--- config.mk ---
export PLATFORM = sky130hd
export DESIGN_NAME = chull_ctrl
export DESIGN_NICKNAME = d
export VERILOG_FILES = /design/src/design/chull_pkg.sv /design/src/design/chull_ctrl.sv
export SDC_FILE = /design/constraint.sdc
export NUM_CORES = 1
export LEC_CHECK = 0
export BUFFER_PORTS_ARGS = -buffer_cell sky130_fd_sc_hd__buf_2
export CAP_MARGIN = 40
export CORE_MARGIN = 3
export CORE_UTILIZATION = 60
export DETAILED_ROUTE_END_ITERATION = 12
export PLACE_DENSITY = 0.81
export SETUP_SLACK_MARGIN = 0.05
export SLEW_MARGIN = 20
export SYNTH_ARGS = -nofsm -noshare
export SYNTH_HDL_FRONTEND = slang
export SYNTH_SLANG_ARGS = --single-unit
export TNS_END_PERCENT = 5
--- constraint.sdc ---
create_clock -name clk -period 4.1 [get_ports clk]
set_input_delay 0.205 -clock clk [delete_from_list [all_inputs] [get_ports clk]]
set_output_delay 0.205 -clock clk [all_outputs]
set_load 0.01 [all_outputs]
--- src/design/chull_pkg.sv ---
// Package for the convex hull block: sizes, command and status types.
`default_nettype none
package chull_pkg;

  localparam int MAX_POINTS  = 64;
  localparam int COORD_BITS  = 16;
  localparam int ECHO_LIMIT  = 3;
  localparam int STACK_DEPTH = 2 * MAX_POINTS;
  localparam int AW          = $clog2(MAX_POINTS);
  localparam int HAW         = $clog2(STACK_DEPTH);
  localparam int CNT_W       = $clog2(MAX_POINTS + 1);
  localparam int TOP_W       = $clog2(STACK_DEPTH + 1);
  localparam int PT_W        = 2 * COORD_BITS;
  localparam int DIFF_W      = COORD_BITS + 1;
  localparam int PROD_W      = 2 * DIFF_W;

  // Write data source for the point store
  typedef enum logic [1:0] {
    WD_IN,
    WD_RD,
    WD_P
  } wd_src_t;

  typedef struct packed {
    logic            st_we;
    logic [AW-1:0]   st_wa;
    wd_src_t         st_wsrc;
    logic [AW-1:0]   st_ra;
    logic [HAW-1:0]  hs_ra;
    logic            p_ld;
    logic            top_clr;
    logic            push;
    logic            pop;
    logic            t2_ld;
    logic            out_ld;
    logic            out_hull;
    logic            out_last;
    logic            out_ovf;
  } chull_cmd_t;

  typedef struct packed {
    logic             lt;
    logic             pop_ok;
    logic [TOP_W-1:0] top;
  } chull_stat_t;

endpackage
`default_nettype wire

--- src/design/chull_ctrl.sv ---
// Controller: load, insertion sort, monotone chain and emission sequencing.
`default_nettype none
module chull_ctrl (
  input  wire logic                 clk,
  input  wire logic                 rst,
  input  wire logic                 start,
  input  wire logic                 last_point,
  output logic                      busy,
  output chull_pkg::chull_cmd_t     cmd,
  input  wire chull_pkg::chull_stat_t stat
);

  typedef enum logic [3:0] {
    S_IDLE,
    S_SRT_RD,
    S_SRT_GET,
    S_SRT_CMP,
    S_SRT_PUT,
    S_HL_RD,
    S_HL_GET,
    S_HL_CHK,
    S_HL_X,
    S_HL_POPW,
    S_HL_PUSH,
    S_EM_RD,
    S_EM_OUT
  } state_t;

  state_t                          state;
  logic [chull_pkg::CNT_W-1:0]     n;
  logic [chull_pkg::CNT_W-1:0]     i;
  logic [chull_pkg::AW-1:0]        j;
  logic [chull_pkg::AW-1:0]        idx;
  logic [chull_pkg::CNT_W-1:0]     k;
  logic [chull_pkg::CNT_W-1:0]     cnt;
  logic [chull_pkg::TOP_W-1:0]     floor_top;
  logic                            upper;
  logic                            em_hull;
  logic                            ovf;
  logic                            accept;
  logic                            room;
  logic [chull_pkg::CNT_W-1:0]     n_next;
  logic                            em_last;

  assign busy    = (state != S_IDLE);
  assign accept  = start && !busy;
  assign room    = (n < chull_pkg::CNT_W'(chull_pkg::MAX_POINTS));
  assign n_next  = room ? n + 1'b1 : n;
  assign em_last = ((k + 1'b1) == cnt);

  // Decode commands from state
  always_comb begin
    cmd          = '0;
    cmd.st_wsrc  = chull_pkg::WD_IN;
    cmd.out_ovf  = ovf;
    cmd.out_last = em_last;
    cmd.out_hull = em_hull;
    unique case (state)
      S_IDLE: begin
        cmd.st_we = accept && room;
        cmd.st_wa = n[chull_pkg::AW-1:0];
      end
      S_SRT_RD: begin
        cmd.st_ra = i[chull_pkg::AW-1:0];
      end
      S_SRT_GET: begin
        cmd.p_ld  = 1'b1;
        cmd.st_ra = chull_pkg::AW'(i - 1'b1);
      end
      S_SRT_CMP: begin
        cmd.st_we   = stat.lt;
        cmd.st_wa   = j;
        cmd.st_wsrc = chull_pkg::WD_RD;
        cmd.st_ra   = j - 2'd2;
      end
      S_SRT_PUT: begin
        cmd.st_we   = 1'b1;
        cmd.st_wa   = j;
        cmd.st_wsrc = chull_pkg::WD_P;
        cmd.top_clr = (i == (n - 1'b1));
      end
      S_HL_RD: begin
        cmd.st_ra = idx;
      end
      S_HL_GET: begin
        cmd.p_ld = 1'b1;
      end
      S_HL_CHK: begin
      end
      S_HL_X: begin
        cmd.pop   = stat.pop_ok;
        cmd.hs_ra = chull_pkg::HAW'(stat.top - 2'd3);
      end
      S_HL_POPW: begin
        cmd.t2_ld = 1'b1;
      end
      S_HL_PUSH: begin
        cmd.push = 1'b1;
      end
      S_EM_RD: begin
        cmd.st_ra = k[chull_pkg::AW-1:0];
        cmd.hs_ra = chull_pkg::HAW'(k);
      end
      S_EM_OUT: begin
        cmd.out_ld = 1'b1;
      end
      default: begin
      end
    endcase
  end

  // Advance state and counters
  always_ff @(posedge clk) begin
    if (rst) begin
      state <= S_IDLE;
      n     <= '0;
      ovf   <= 1'b0;
    end else begin
      unique case (state)
        S_IDLE: begin
          if (accept) begin
            n <= n_next;
            if (!room) begin
              ovf <= 1'b1;
            end
            if (last_point) begin
              if (n_next <= chull_pkg::CNT_W'(chull_pkg::ECHO_LIMIT)) begin
                k       <= '0;
                cnt     <= n_next;
                em_hull <= 1'b0;
                state   <= S_EM_RD;
              end else begin
                i     <= chull_pkg::CNT_W'(1);
                state <= S_SRT_RD;
              end
            end
          end
        end
        S_SRT_RD: state <= S_SRT_GET;
        S_SRT_GET: begin
          j     <= i[chull_pkg::AW-1:0];
          state <= S_SRT_CMP;
        end
        S_SRT_CMP: begin
          if (stat.lt) begin
            j <= j - 1'b1;
            if (j == chull_pkg::AW'(1)) begin
              state <= S_SRT_PUT;
            end
          end else begin
            state <= S_SRT_PUT;
          end
        end
        S_SRT_PUT: begin
          if (i == (n - 1'b1)) begin
            idx       <= '0;
            upper     <= 1'b0;
            floor_top <= chull_pkg::TOP_W'(2);
            state     <= S_HL_RD;
          end else begin
            i     <= i + 1'b1;
            state <= S_SRT_RD;
          end
        end
        S_HL_RD:  state <= S_HL_GET;
        S_HL_GET: state <= S_HL_CHK;
        S_HL_CHK: begin
          state <= (stat.top >= floor_top) ? S_HL_X : S_HL_PUSH;
        end
        S_HL_X: begin
          state <= stat.pop_ok ? S_HL_POPW : S_HL_PUSH;
        end
        S_HL_POPW: state <= S_HL_CHK;
        S_HL_PUSH: begin
          if (!upper) begin
            if ({1'b0, idx} == (n - 1'b1)) begin
              upper     <= 1'b1;
              floor_top <= stat.top + 2'd2;
              idx       <= chull_pkg::AW'(n - 2'd2);
            end else begin
              idx <= idx + 1'b1;
            end
            state <= S_HL_RD;
          end else if (idx == '0) begin
            k       <= '0;
            em_hull <= 1'b1;
            cnt     <= (stat.top > chull_pkg::TOP_W'(chull_pkg::MAX_POINTS)) ?
                       chull_pkg::CNT_W'(chull_pkg::MAX_POINTS) :
                       stat.top[chull_pkg::CNT_W-1:0];
            state   <= S_EM_RD;
          end else begin
            idx   <= idx - 1'b1;
            state <= S_HL_RD;
          end
        end
        S_EM_RD: state <= S_EM_OUT;
        S_EM_OUT: begin
          if (em_last) begin
            n     <= '0;
            ovf   <= 1'b0;
            state <= S_IDLE;
          end else begin
            k     <= k + 1'b1;
            state <= S_EM_RD;
          end
        end
        default: state <= S_IDLE;
      endcase
    end
  end

endmodule
`default_nettype wire

---- Yosys cells after proc, flatten, opt, wreduce, memory -nomap -nowiden ----
Cells that the tools add are included.
word-level totals
  flip-flop bits (word level) ............. 55
  bits in latches ......................... 0
  memory bits (writable) .................. 0
  memory bits (read-only) ................. 0
  input bits .............................. 14
  output and inout bits ................... 32
  word-level logic and storage cells ...... 154
  memories ................................ 0
cells by class
  add/sub/neg operators ................... 12
  $mul .................................... 0
  div/mod/pow operators ................... 0
  $lt $le $gt $ge ......................... 4
  equal/unequal tests ..................... 32
  shifts and indexed selects .............. 0
  muxes and demuxes ....................... 70
  bitwise logic cells ..................... 1
  reduce and logical (&&, ||, !) cells .... 24
operators with widths
  kind                                                           number
  two-way mux 7 bit                                              19
  case mux 7 bit (2 select lines)                                4
  case mux 4 bit (12 select lines)                               1
  case mux 7 bit (3 select lines)                                2
  two-way mux 4 bit                                              8
  two-way mux 6 bit                                              5
  case mux 6 bit (5 select lines)                                1
  inequality test 2 bit, second input constant                   14
  two-way mux 8 bit                                              3
  case mux 6 bit (2 select lines)                                2
  adder 7 x 1 -> 7 bit, second input constant                    3
  == test 4 bit, second input constant                           5
  subtractor 6 x 1 -> 6 bit, second input constant               3
  two-way mux 1 bit                                              17
  == test 4 x 3 -> 1 bit, second input constant                  4
  case mux 8 bit (2 select lines)                                1
  == test 7 bit                                                  2
  AND reduction 3 bit                                            4
  subtractor 6 x 2 -> 6 bit, second input constant               2
  nonzero test 2 bit                                             5
  adder 8 x 2 -> 8 bit, second input constant                    1
  == test 4 x 2 -> 1 bit, second input constant                  2
  greater-or-equal comparator 8 bit                              1
  greater-than comparator 8 x 7 -> 1 bit, second input constant  1
  26 further kinds                                               33

---- Logic depth before layout (Yosys ltp) ----
Gate-level depths: netlist of the first run.
  depth in word-level cells ............... 7
  gate-level depth with buffers ........... 10
  gate-level depth less buffers ........... 8

---- Worst setup path before layout of the first run ----
Ideal clock, no wire load.
  path type ............................... register to register
  start ................................... register n[0] (netlist name)
  end ..................................... register i[0] (netlist name), enable pin
  library setup time ...................... 0.382 ns
  data arrival time ....................... 2.751 ns
  required time ........................... 3.718 ns
  slack ................................... 0.968 ns
  stages on the path, launching flop included .. 11
  path buffers ............................ 2
  period minus slack after synthesis ...... 3.132 ns
  path through ............................ dfxtp_1 -> buf_2 -> inv_1 -> ha_1 -> or3b_1 -> buf_2 -> o31a_1 -> or2_2 -> xnor2_1 -> nand3_1 -> nor3b_1
between the ends
  word-level cells in the longest chain between the ends .. 5
  elaborated cells on any way between the ends .. 9
  classes of those cells .................. 2 x add/sub; 2 x order compare; 3 x eq/ne; 1 x mux; 1 x reduce/logical
RTL lines
  element                                                     RTL line                            source
  from (decl)                                                 chull_ctrl.sv:30                    logic [chull_pkg::CNT_W-1:0] n;
  from (signal assigned)                                      chull_ctrl.sv:122                   n <= n_next;
  adder 7 x 1 -> 7 bit or < comparator 7 bit (tied branches)  chull_ctrl.sv:48, chull_ctrl.sv:47
  two-way mux 7 bit                                           chull_ctrl.sv:48                    assign n_next = room ? n + 1'b1 : n;
  <= comparator 7 x 2 -> 1 bit                                chull_ctrl.sv:127                   if (n_next <= chull_pkg::CNT_W'(chull_pkg::ECHO_LIMIT)) begin
  inequality test 2 bit (no line)                             --
  AND reduction 6 bit (no line) *                             --
  to (signal assigned)                                        chull_ctrl.sv:133                   i <= chull_pkg::CNT_W'(1);
  to (signal assigned)                                        chull_ctrl.sv:161                   i <= i + 1'b1;
  to (decl)                                                   chull_ctrl.sv:31                    logic [chull_pkg::CNT_W-1:0] i;
Every way passes the cells marked *; elsewhere a longest branch is shown, timed or not.
A chain may end at the register's enable or synchronous reset.

---- Worst setup path after layout of the first run ----
  start ................................... register n[0] (netlist name)
  end ..................................... register floor_top[5] (netlist name), enable pin
between the ends
  word-level cells in the longest chain between the ends .. 4
  elaborated cells on any way between the ends .. 6
  classes of those cells .................. 1 x add/sub; 4 x eq/ne; 1 x reduce/logical
RTL lines
  element                                                  RTL line                              source
  subtractor 7 x 1 -> 7 bit *                              chull_ctrl.sv:155, chull_ctrl.sv:176
  == test 6 x 7 -> 1 bit or == test 7 bit (tied branches)  chull_ctrl.sv:176, chull_ctrl.sv:155
  inequality test 2 bit (no line)                          --
  AND reduction 5 bit (no line) *                          --
  to (signal assigned)                                     chull_ctrl.sv:158                     floor_top <= chull_pkg::TOP_W'(2);
  to (signal assigned)                                     chull_ctrl.sv:178                     floor_top <= stat.top + 2'd2;
  to (decl)                                                chull_ctrl.sv:36                      logic [chull_pkg::TOP_W-1:0] floor_top;
Marks and branches as above.

==> results by group, run 1 <==
Worst setup path
  – Setup CP Type: reg -> reg
  – RR Startpoint: n[0]
  – Worst Path Required: 4.06 ns
  – CP delay by family, top: simple AND/OR/NAND/NOR gates
  – Internal reg-to-reg setup slack: 0.64 ns
  – Worst path max stage delay: 0.68 ns
  – Worst reg2reg endpoint: floor_top[5]
  – Startpoint Class: flop
  – Worst path cell trace: inv_1, ha_1, or3b_1, nor4_1, or2_2, xnor2_1, nand3_1, a21oi_1
  – CP max FO: 10
  – Critical path's slowest cell: a21oi_1
  – Reg2Reg Depth: 8
  – Buffer and inverter count on the worst path: 1
  – Worst setup EP type: flop
  – Critical Path AT: 3.42 ns

Cells and area
  – Non-Filler Instances: 650
  – # fillers: 611
  – Layout cells sized above 1: 0.1234
  – Antenna Cells: 0
  – Area growth from synthesis to layout: 6.869%
  – Core Util, Final: 0.6647
  – Fin nets: 590

Detailed routing
  – DRT Wirelength: 11520 microns
  – Final ANT Viol Nets: 0
  – Wirelength per Cell: 17.72 microns
  – DRC Markers: 0
  – Pre-antenna DRT Iters: 5
  – Vias per inst: 6.140
  – Initial DRC count: 398
  – Total number of vias: 3991

Clocking
  – CTS tree: built
  – Post_cts resized: 0
  – Num CTS Buffers: 5
  – Clock transition at path regs: 0.10 ns
  – Clk_lat worst skew: 0.31 ns
  – CTS root buf: clkbuf_8
  – Postcts setup bufs: 0
  – Hold Buf Count CTS: 0
  – CTS Sinks: 55
  – Clk buf depth: 2
  – H-tree depth: 2

STA
  – Count of final hold-check violations: 0
  – Worst-margin pin slew: 0.7388 ns
  – Setup Viol. Count Final: 0
  – Clock Skews: 0.005398 ns
  – Unrepaired setup endpoints after global routing: false
  – Final max-slew violation count: 0
  – Final WS setup: 0.6413 ns
  – Max Fclk: 289.1 MHz
  – Total Neg Setup Slack: 0 ns
  – Relative slew slack: 0.5075
  – Tmin final: 3.459 ns
  – Fin crit share: 0.8436

Placement
  – Post-DP HPWL: 8885 microns
  – Pre-CTS setup slack: 0.6813 ns
  – GPL Wtd Cong: 0.9662
  – Port-buffer cells: 45
  – Placed cell count: 642

Run
  – Max-Cap Viols: 0

Synth
  – Mapped Cells: 531
  – Synth Net Count: 571
  – Most frequent cell after synthesis: nor2_1
  – Avg Cell Area, Syn: 8.542 sq um
  – Top_reg_cell synth: edfxtp_1
  – Synth top area share: 0.2847
  – Async set or reset register ratio after synthesis: 0
  – Synth area leader: edfxtp_1
  – Post-synth EDFFs: 43
  – Most instantiated cells after synthesis: nor2_1, nand2_1, edfxtp_1, xnor2_1, xor2_1
  – Library cells used by synthesis: 65
  – Sequential area share after synthesis: 0.3377
  – Post-Synthesis Cell Area: 4536 sq um
  – Synth Register Bits: 55
  – Synth warn: 0
  – Most area-consuming cells after synthesis: edfxtp_1, ha_1, xnor2_1

Power
  – Sw Share: 0.4261
  – Flop pwr share: 0.402
  – Maximum VDD drop: 0.0001954 V
  – Clock share of power: 0.140
  – Pwr Density: 461.2 nW/um^2
  – Power share of the combinational group: 0.458
  – Static leakage: 1.982 nW
  – Switching component of the power: 0.9526 mW
  – Internal Power: 1.283 mW

Global route
  – Largest net degree at the start of global routing: 21
  – Global-route wire length before repair: 18810 microns
  – Antenna violations before repair: 0
  – Total gr overflow: 0
  – Vias in the first global route: 3752
  – All-layer global routing usage: 0.2729

Worst hold path
  – Hold path start: stat[1]
  – Min-delay worst type: in -> reg
  – WHS Path Cells: 2
  – Hold endpoint: floor_top[1]

Floorplanning
  – Die Area: 8639 sq um
  – Initial core utilization: 0.6220
  – Core Area: 7292 sq um
  – Die width: 92.95 microns
  – FP Rows: 31
  – Die Height: 92.95 microns
  – I/O Pins: 46

Status
  – Outcome: completed
-- cell families (layout without fill, tap and decap cells) --
family,count (synthesis),after routing,share of synthesized area
buffers and inverters,71,91,0.06345
xor gates and xnor gates,70,70,0.1415
muxes,4,4,0.009104
and+or+nand+nor,199,199,0.2190
AOI/OAI and AO/OA,106,106,0.1575
adders and majority gates,26,26,0.07172
DFF,55,55,0.3377
-- cell type report --
| type | count | area [sq um] | share of cell area |
|---|---|---|---|
| multi-input cells | 405 | 2716 | 0.5604 |
| well taps | 99 | 123.9 | 0.02556 |
| repair buffers | 50 | 262.8 | 0.05421 |
| clock buffers | 6 | 72.57 | 0.01497 |
| flip-flops and latches | 55 | 1531 | 0.3160 |
| inverters | 33 | 123.9 | 0.02556 |
| clock inverters | 2 | 16.27 | 0.003356 |
-- stage by stage --
stage	power [mW]	area (sq um)	hold slack, ns
6_report	2.235	4847	0.2028
5_1_grt	2.366	4847	0.2227
2_1_floorplan	1.619	4536	0.3424
4_1_cts	2.221	4847	0.2034
3_5_place_dp	1.914	4758	0.5290
3_3_place_gp	1.879	4758	0.5032
-- layer usage --
layer	GRT usage	up-vias	wire, microns	part of all wire
li1	-	1902	-	-
met1	0.3832	1854	4827	0.42
met2	0.4349	207	5367	0.47
met3	0.04387	28	998	0.087
met4	0.07692	0	326	0.028
met5	0	-	0	0
-- power groups by stage --
stage                     registers [mW]  clock network (mW)  logic (mW)
final                              0.898               0.314        1.02
after global routing               0.912               0.332        1.12
after CTS                          0.892               0.314        1.01
after detailed placement           0.906                   0        1.01
after global placement             0.899                   0       0.980
after floorplan                    0.787                   0       0.832
-- how the worst max path moves through the flow --
stage                     cells past startpoint           end  startpoint  slack [ns]
after CTS                                     8  floor_top[2]        n[0]        0.67
after global placement                        8  floor_top[1]        n[0]        0.85
after global routing                          8  floor_top[1]        n[0]        0.47
after floorplan                              10          i[0]        n[0]        0.97
final                                         8  floor_top[5]        n[0]        0.64
after detailed placement                      8  floor_top[1]        n[0]        0.68
-- registers in the layout (all words and copies together) (netlist names) --
| signal | cells |
|---|---|
| em_hull | 1 |
| j | 6 |
| k | 7 |
| upper | 1 |
| cnt | 7 |
| ovf | 1 |
| idx | 6 |
| floor_top | 8 |
| state | 4 |
| i | 7 |
| n | 7 |
-- worst register-to-register path, cell delays in order, from the launching register on --
cell and delay (ns):
dfxtp_1 0.44, inv_1 0.15, ha_1 0.27, or3b_1 0.47, nor4_1 0.49, or2_2 0.22
xnor2_1 0.11, nand3_1 0.28, a21oi_1 0.68
-- placed cells by master (no fill, tap or decap), drive strengths merged, types with 4 or more instances in the layout --
master,instances
nand2b,9
nor3b,5
a22o,6
xnor2,35
or3,5
nand3,21
nor3,16
dfxtp,12
nor2,56
ha,26
nand4,5
a31oi,7
inv,33
o21ai,29
buf,50
nor2b,4
nand2,48
nor4,5
clkbuf,6
and3,9
a21oi,24
o2bb2ai,4
edfxtp,43
xor2,33
Power figures use the tool's default switching activity.
==> run 2: changes to the inputs <==
Settings changed: ABC_AREA from default to 1, CORE_UTILIZATION 60 to 55, PLACE_DENSITY 0.81 to 0.78.
Clock period 4.1 ns to 2.85 ns, I/O delays scaled along.
==> run 2 against run 1 <==
Global-route usage grew 0.48 points; clock skew grew 0.010 ns; first-iteration DRC count grew 14%; sequential cell count is the same; highest routed layer unchanged; die area grew 12%; register-to-register slack lost 0.27 ns; critical path type unchanged; hold slack lost 0.058 ns; combinational power grew 69%; setup slack lost 0.27 ns; maximum frequency grew 39%.
==> results by group, run 2 <==
Synth
  – Synth Register Bits: 55
  – XOR/XNOR Fraction of Synth Area: 0.04308
  – Mapped Cells: 665
  – Post-synth EDFFs: 43
  – Synth Net Count: 705
  – Most instantiated cells after synthesis: nand2_1, inv_1, nand3_1, nor2_1, edfxtp_1
  – Post-Synthesis Cell Area: 4676 sq um
  – Synth area leader: edfxtp_1
  – Avg Cell Area, Syn: 7.031 sq um
  – Synth Area in Adders: 0.06957
  – Most frequent cell after synthesis: nand2_1
  – Most area-consuming cells after synthesis: edfxtp_1, nand2_1, inv_1
  – Post-synthesis mux area share: 0
  – Top_reg_cell synth: edfxtp_1
  – Async set or reset register ratio after synthesis: 0
  – Simple-Gate Fraction of Synth Area: 0.3230
  – Synth Area in Compound Gates: 0.1271
  – Synth top area share: 0.2762
  – Synth warn: 0
  – Largest family of logic cells by synthesized area: simple AND/OR/NAND/NOR gates
  – Sequential area share after synthesis: 0.3275
  – Library cells used by synthesis: 42

Cells and area
  – Final Cell Area: 5051 sq um
  – Layout cells sized above 1: 0.1291
  – Multi-input logic area: 2634 sq um
  – Commonest non-fill, non-tap cells in the layout: nand2_1, inv_1, nand3_1
  – Antenna Cells: 0
  – # fillers: 792
  – Most common cell after layout, fill and taps aside: nand2_1
  – Reg area: 1531 sq um
  – Core Util, Final: 0.6147
  – Non-Filler Instances: 810
  – Biggest register: floor_top
  – Max FFs per register: 8
  – Fin nets: 744
  – Area growth from synthesis to layout: 8.028%

Clocking
  – Clk_lat worst skew: 0.32 ns
  – Clk buf depth: 2
  – Clock transition at path regs: 0.11 ns
  – Postcts setup bufs: 0
  – CTS tree: built
  – CTS Sinks: 55
  – H-tree depth: 2
  – Num CTS Buffers: 5
  – CTS root buf: clkbuf_8

Worst hold path
  – WHS Path Cells: 2
  – Min-delay worst type: in -> reg

Placement
  – GPL Wtd Cong: 0.9600
  – Placed cell count: 802
  – Dpl cell area: 4964 sq um
  – Port-buffer cells: 45
  – Post-DP HPWL: 10550 microns
  – Pre-CTS setup slack: 0.2548 ns

Power
  – Overall Power: 3.388 mW
  – Static leakage: 2.406 nW
  – Pwr Density: 670.7 nW/um^2
  – Power share of the combinational group: 0.508
  – Clock share of power: 0.132
  – Internal Power: 1.802 mW
  – Flop pwr share: 0.360
  – Switching component of the power: 1.586 mW
  – Sw Share: 0.4681
  – Maximum VDD drop: 0.0003658 V

Global route
  – Antenna violations before repair: 0
  – All-layer global routing usage: 0.2777
  – Largest net degree at the start of global routing: 19
  – Total gr overflow: 0
  – Global-route wire length before repair: 21740 microns
  – Vias in the first global route: 4549

Floorplanning
  – Die Area: 9643 sq um
  – Initial core utilization: 0.5691
  – I/O Pins: 46
  – FP Rows: 33
  – Core Area: 8217 sq um
  – Die Height: 98.20 microns
  – Die width: 98.20 microns

STA
  – Tmin final: 2.479 ns
  – Total Neg Setup Slack: 0 ns
  – Count of final hold-check violations: 0
  – Clock Skews: 0.01558 ns
  – Unrepaired setup endpoints after global routing: false
  – Fin crit share: 0.8700
  – Final WS setup: 0.3705 ns
  – Worst-margin pin slew: 0.5992 ns
  – Max Fclk: 403.3 MHz
  – Final max-slew violation count: 0
  – WHS: 0.1449 ns
  – Setup Viol. Count Final: 0
  – Relative slew slack: 0.6005

Worst setup path
  – Most used cell, CP: nand2_1
  – Reg2Reg Depth: 13
  – Worst Path Required: 2.84 ns
  – Setup CP Type: reg -> reg
  – CP max FO: 8
  – Startpoint Class: flop
  – Worst path cell trace: inv_1, ha_1, nand2_2, nor2_2, nand2_1, nand2_1, xor2_1, nand2_1, nor2_1, nand3_1, nand2_1, nand2_2, nor2_2
  – Worst path max stage delay: 0.36 ns
  – Critical path's slowest cell: dfxtp_1
  – Worst setup EP type: flop
  – Critical Path AT: 2.47 ns

Status
  – Outcome: completed

Detailed routing
  – Final ANT Viol Nets: 0
  – Total number of vias: 4710
  – Pre-antenna DRT Iters: 6
  – DRC Markers: 0
  – DRT Wirelength: 13170 microns
  – Initial DRC count: 454
  – Wirelength per Cell: 16.26 microns
  – Vias per inst: 5.815

Run
  – Max-Cap Viols: 0
## run 2: power by group through the flow
| stage | clock, mW | sequential [mW] | combinational, mW |
|---|---|---|---|
| 4_1_cts | 0.448 | 1.22 | 1.71 |
| 6_report | 0.448 | 1.22 | 1.72 |
| 2_1_floorplan | 0 | 1.17 | 1.29 |
| 3_5_place_dp | 0 | 1.23 | 1.70 |
| 3_3_place_gp | 0 | 1.22 | 1.66 |
| 5_1_grt | 0.482 | 1.24 | 1.94 |
## run 2: what timing repair did
action,in CTS,in global routing
resized for setup,0,1
hold buffers,0,0
setup endpoints to repair,0,6
## run 2: critical path, delay by kind of cell, from the launching register on
kind	cells	cell delay [ns]
XOR/XNOR	1	0.19
adder cells (fa/ha/maj)	1	0.30
buffers and inverters	1	0.21
flip-flops	1	0.36
AND/OR/NAND/NOR	10	1.11
## run 2: cells by family (layout without fill, tap and decap cells)
kind of cell	Yosys count	count (layout)
adder cells (fa/ha/maj)	26	26
buffers and inverters	124	164
XOR/XNOR	23	23
AO/OA/AOI/OAI	105	105
flip-flops	55	55
AND/OR/NAND/NOR	332	332
## run 2: area by class of cell
cell class | count | share of cell area
multi-input combinational | 486 | 0.5214
sequential | 55 | 0.3032
inverter | 105 | 0.07902
timing repair buffer | 51 | 0.05351
tap | 105 | 0.02601
clock buffer | 6 | 0.01437
clock inverter | 2 | 0.002477
## run 2: final timing paths
kind | start | endpoint | slack (ns)
max reg2reg | n[1] | idx[3] | 0.37
max | n[1] | idx[3] | 0.37
min reg2reg | ovf | ovf | 0.49
min | rst | state[2] | 0.14
## run 2: routing by layer
layer	vias up	part of all wire	routed length [microns]	global-route usage
met5	-	0	0	0
met4	0	0.042	556	0.1218
met3	55	0.082	1078	0.03929
met2	241	0.48	6385	0.4728
met1	2124	0.39	5152	0.3513
li1	2290	-	-	-
==> run 3: changes to the inputs <==
Settings changed: RECOVER_POWER from default to 100.
==> run 3 against run 2 <==
Clock-buffer cell count unchanged; global-route usage unchanged; sequential power about the same; die area unchanged; power decreased by 1.5%; critical path type is now reg -> out; via count increased by 0.85%; setup slack got worse by 0.18 ns; maximum frequency decreased by 6.9%; hold slack improved by 0.0042 ns; cell count unchanged; routed wire length increased by 1.2%; core utilization decreased by 1.1 points.
==> results by group, run 3 (synthesized netlist as in run 2, its figures left out) <==
Cells and area
  – Core Util, Final: 0.6038
  – Biggest register: floor_top
  – Antenna Cells: 0
  – Layout cells sized above 1: 0.06667
  – Commonest non-fill, non-tap cells in the layout: nand2_1, inv_1, nor2_1
  – Area growth from synthesis to layout: 6.101%
  – Max FFs per register: 8
  – Fin nets: 744
  – Most common cell after layout, fill and taps aside: nand2_1

Worst setup path
  – Worst setup EP type: output port
  – Critical Path AT: 2.52 ns
  – Worst path max stage delay: 0.43 ns
  – Setup CP Type: reg -> out
  – Reg2Reg Depth: 12
  – CP max FO: 12
  – Worst Path Required: 2.71 ns
  – Levels on crit path: 8
  – Startpoint Class: flop
  – Critical path's slowest cell: nor2_1
  – CP delay by family, top: simple AND/OR/NAND/NOR gates
  – Buffer and inverter count on the worst path: 4
  – Worst path cell trace: nor2_1, inv_1, nor2_1, inv_2, nor2_1, inv_2, o211ai_1, buf_2
  – Most used cell, CP: nor2_1

Run
  – Max-Cap Viols: 0

Clocking
  – Clock transition at path regs: 0.11 ns
  – Post_cts resized: 0
  – CTS root buf: clkbuf_8
  – CTS tree: built
  – Postcts setup bufs: 0
  – Clk buf depth: 2
  – CTS Sinks: 55
  – H-tree depth: 2
  – Num CTS Buffers: 5
  – Clk_lat worst skew: 0.32 ns
  – Hold Buf Count CTS: 0

Floorplanning
  – FP Rows: 33
  – I/O Pins: 46
  – Core Area: 8217 sq um
  – Die Area: 9643 sq um
  – Die Height: 98.20 microns
  – Die width: 98.20 microns
  – Initial core utilization: 0.5691

Detailed routing
  – Total number of vias: 4750
  – Vias per inst: 5.864
  – Wirelength per Cell: 16.45 microns
  – Initial DRC count: 417
  – DRT Wirelength: 13330 microns
  – Pre-antenna DRT Iters: 6
  – Final ANT Viol Nets: 0
  – DRC Markers: 0

Status
  – Outcome: completed

Placement
  – Post-DP HPWL: 10550 microns
  – GPL Wtd Cong: 0.9600
  – Port-buffer cells: 45

Worst hold path
  – Min-delay worst type: in -> reg
  – WHS Path Cells: 2

Global route
  – All-layer global routing usage: 0.2777
  – Global-route wire length before repair: 21740 microns
  – Total gr overflow: 0
  – Vias in the first global route: 4549
  – Antenna violations before repair: 0
  – Largest net degree at the start of global routing: 19

Power
  – Pwr Density: 672.6 nW/um^2
  – Maximum VDD drop: 0.0003657 V
  – Sw Share: 0.4718
  – Internal Power: 1.763 mW
  – Flop pwr share: 0.365
  – Power share of the combinational group: 0.501
  – Overall Power: 3.337 mW
  – Clock share of power: 0.133
  – Switching component of the power: 1.574 mW
  – Static leakage: 2.276 nW

STA
  – Count of final hold-check violations: 0
  – Final max-slew violation count: 0
  – Tmin final: 2.663 ns
  – Setup Viol. Count Final: 0
  – Clock Skews: 0.01702 ns
  – Fin crit share: 0.9344
  – Max Fclk: 375.5 MHz
  – Total Neg Setup Slack: 0 ns
  – Unrepaired setup endpoints after global routing: false
  – Worst-margin pin slew: 0.8406 ns
  – Relative slew slack: 0.4396
## run 3: cell count changes in the layout (fill, tap and decap cells not counted), moves of 4 or more
| cell | before | now |
|---|---|---|
| clkbuf_1 | 1 | 31 |
| buf_2 | 45 | 18 |
| nor2_1 | 60 | 68 |
| nor2_2 | 10 | 3 |
| buf_4 | 6 | 2 |
| inv_1 | 92 | 96 |
| inv_2 | 10 | 6 |
## run 3: per-stage QoR
step	instance area, sq um	hold WS, ns	cells	setup slack, ns
floorplan	4676	0.2116	665	0.5129
global placement	4964	0.4382	802	0.3056
detailed placement	4964	0.4747	802	0.2548
CTS	5049	0.1485	810	0.2203
global route	4961	0.1561	810	0.04079
finish	4961	0.1491	810	0.1870
## run 3: power groups by stage
stage	Combinational (mW)	Sequential [mW]	Clock, mW
2_1_floorplan	1.29	1.17	0
3_3_place_gp	1.66	1.22	0
3_5_place_dp	1.70	1.23	0
4_1_cts	1.71	1.22	0.448
5_1_grt	1.88	1.24	0.482
6_report	1.67	1.22	0.445
## run 3: routing by layer
metal / up-vias / track usage / wire, microns
li1: 2292 / - / -
met1: 2147 / 0.3513 / 5161
met2: 260 / 0.4728 / 6464
met3: 51 / 0.03929 / 1183
met4: 0 / 0.1218 / 518
met5: - / 0 / 0
## run 3: final timing paths
| kind | start | to | slack [ns] |
|---|---|---|---|
| min reg2reg | ovf | ovf | 0.48 |
| min | rst | state[2] | 0.15 |
| max reg2reg | k[0] | k[0] | 0.32 |
| max | state[1] | cmd[30] | 0.19 |
## run 3: worst reg2reg max path, delay by kind of cell (launching register included)
family          cells  cell delay [ns]
fa+ha+maj           1             0.33
compound gates      1             0.05
simple gates        8             1.04
flops               1             0.51
buf+inv             2             0.35
## run 3: cell type report
class | instances | area (sq um)
fillers | 824 | 3256
multi-input cells | 486 | 2591
flip-flops and latches | 55 | 1531
inverters | 105 | 399.1
repair buffers | 51 | 222.7
well taps | 105 | 131.4
clock buffers | 6 | 72.57
clock inverters | 2 | 12.51
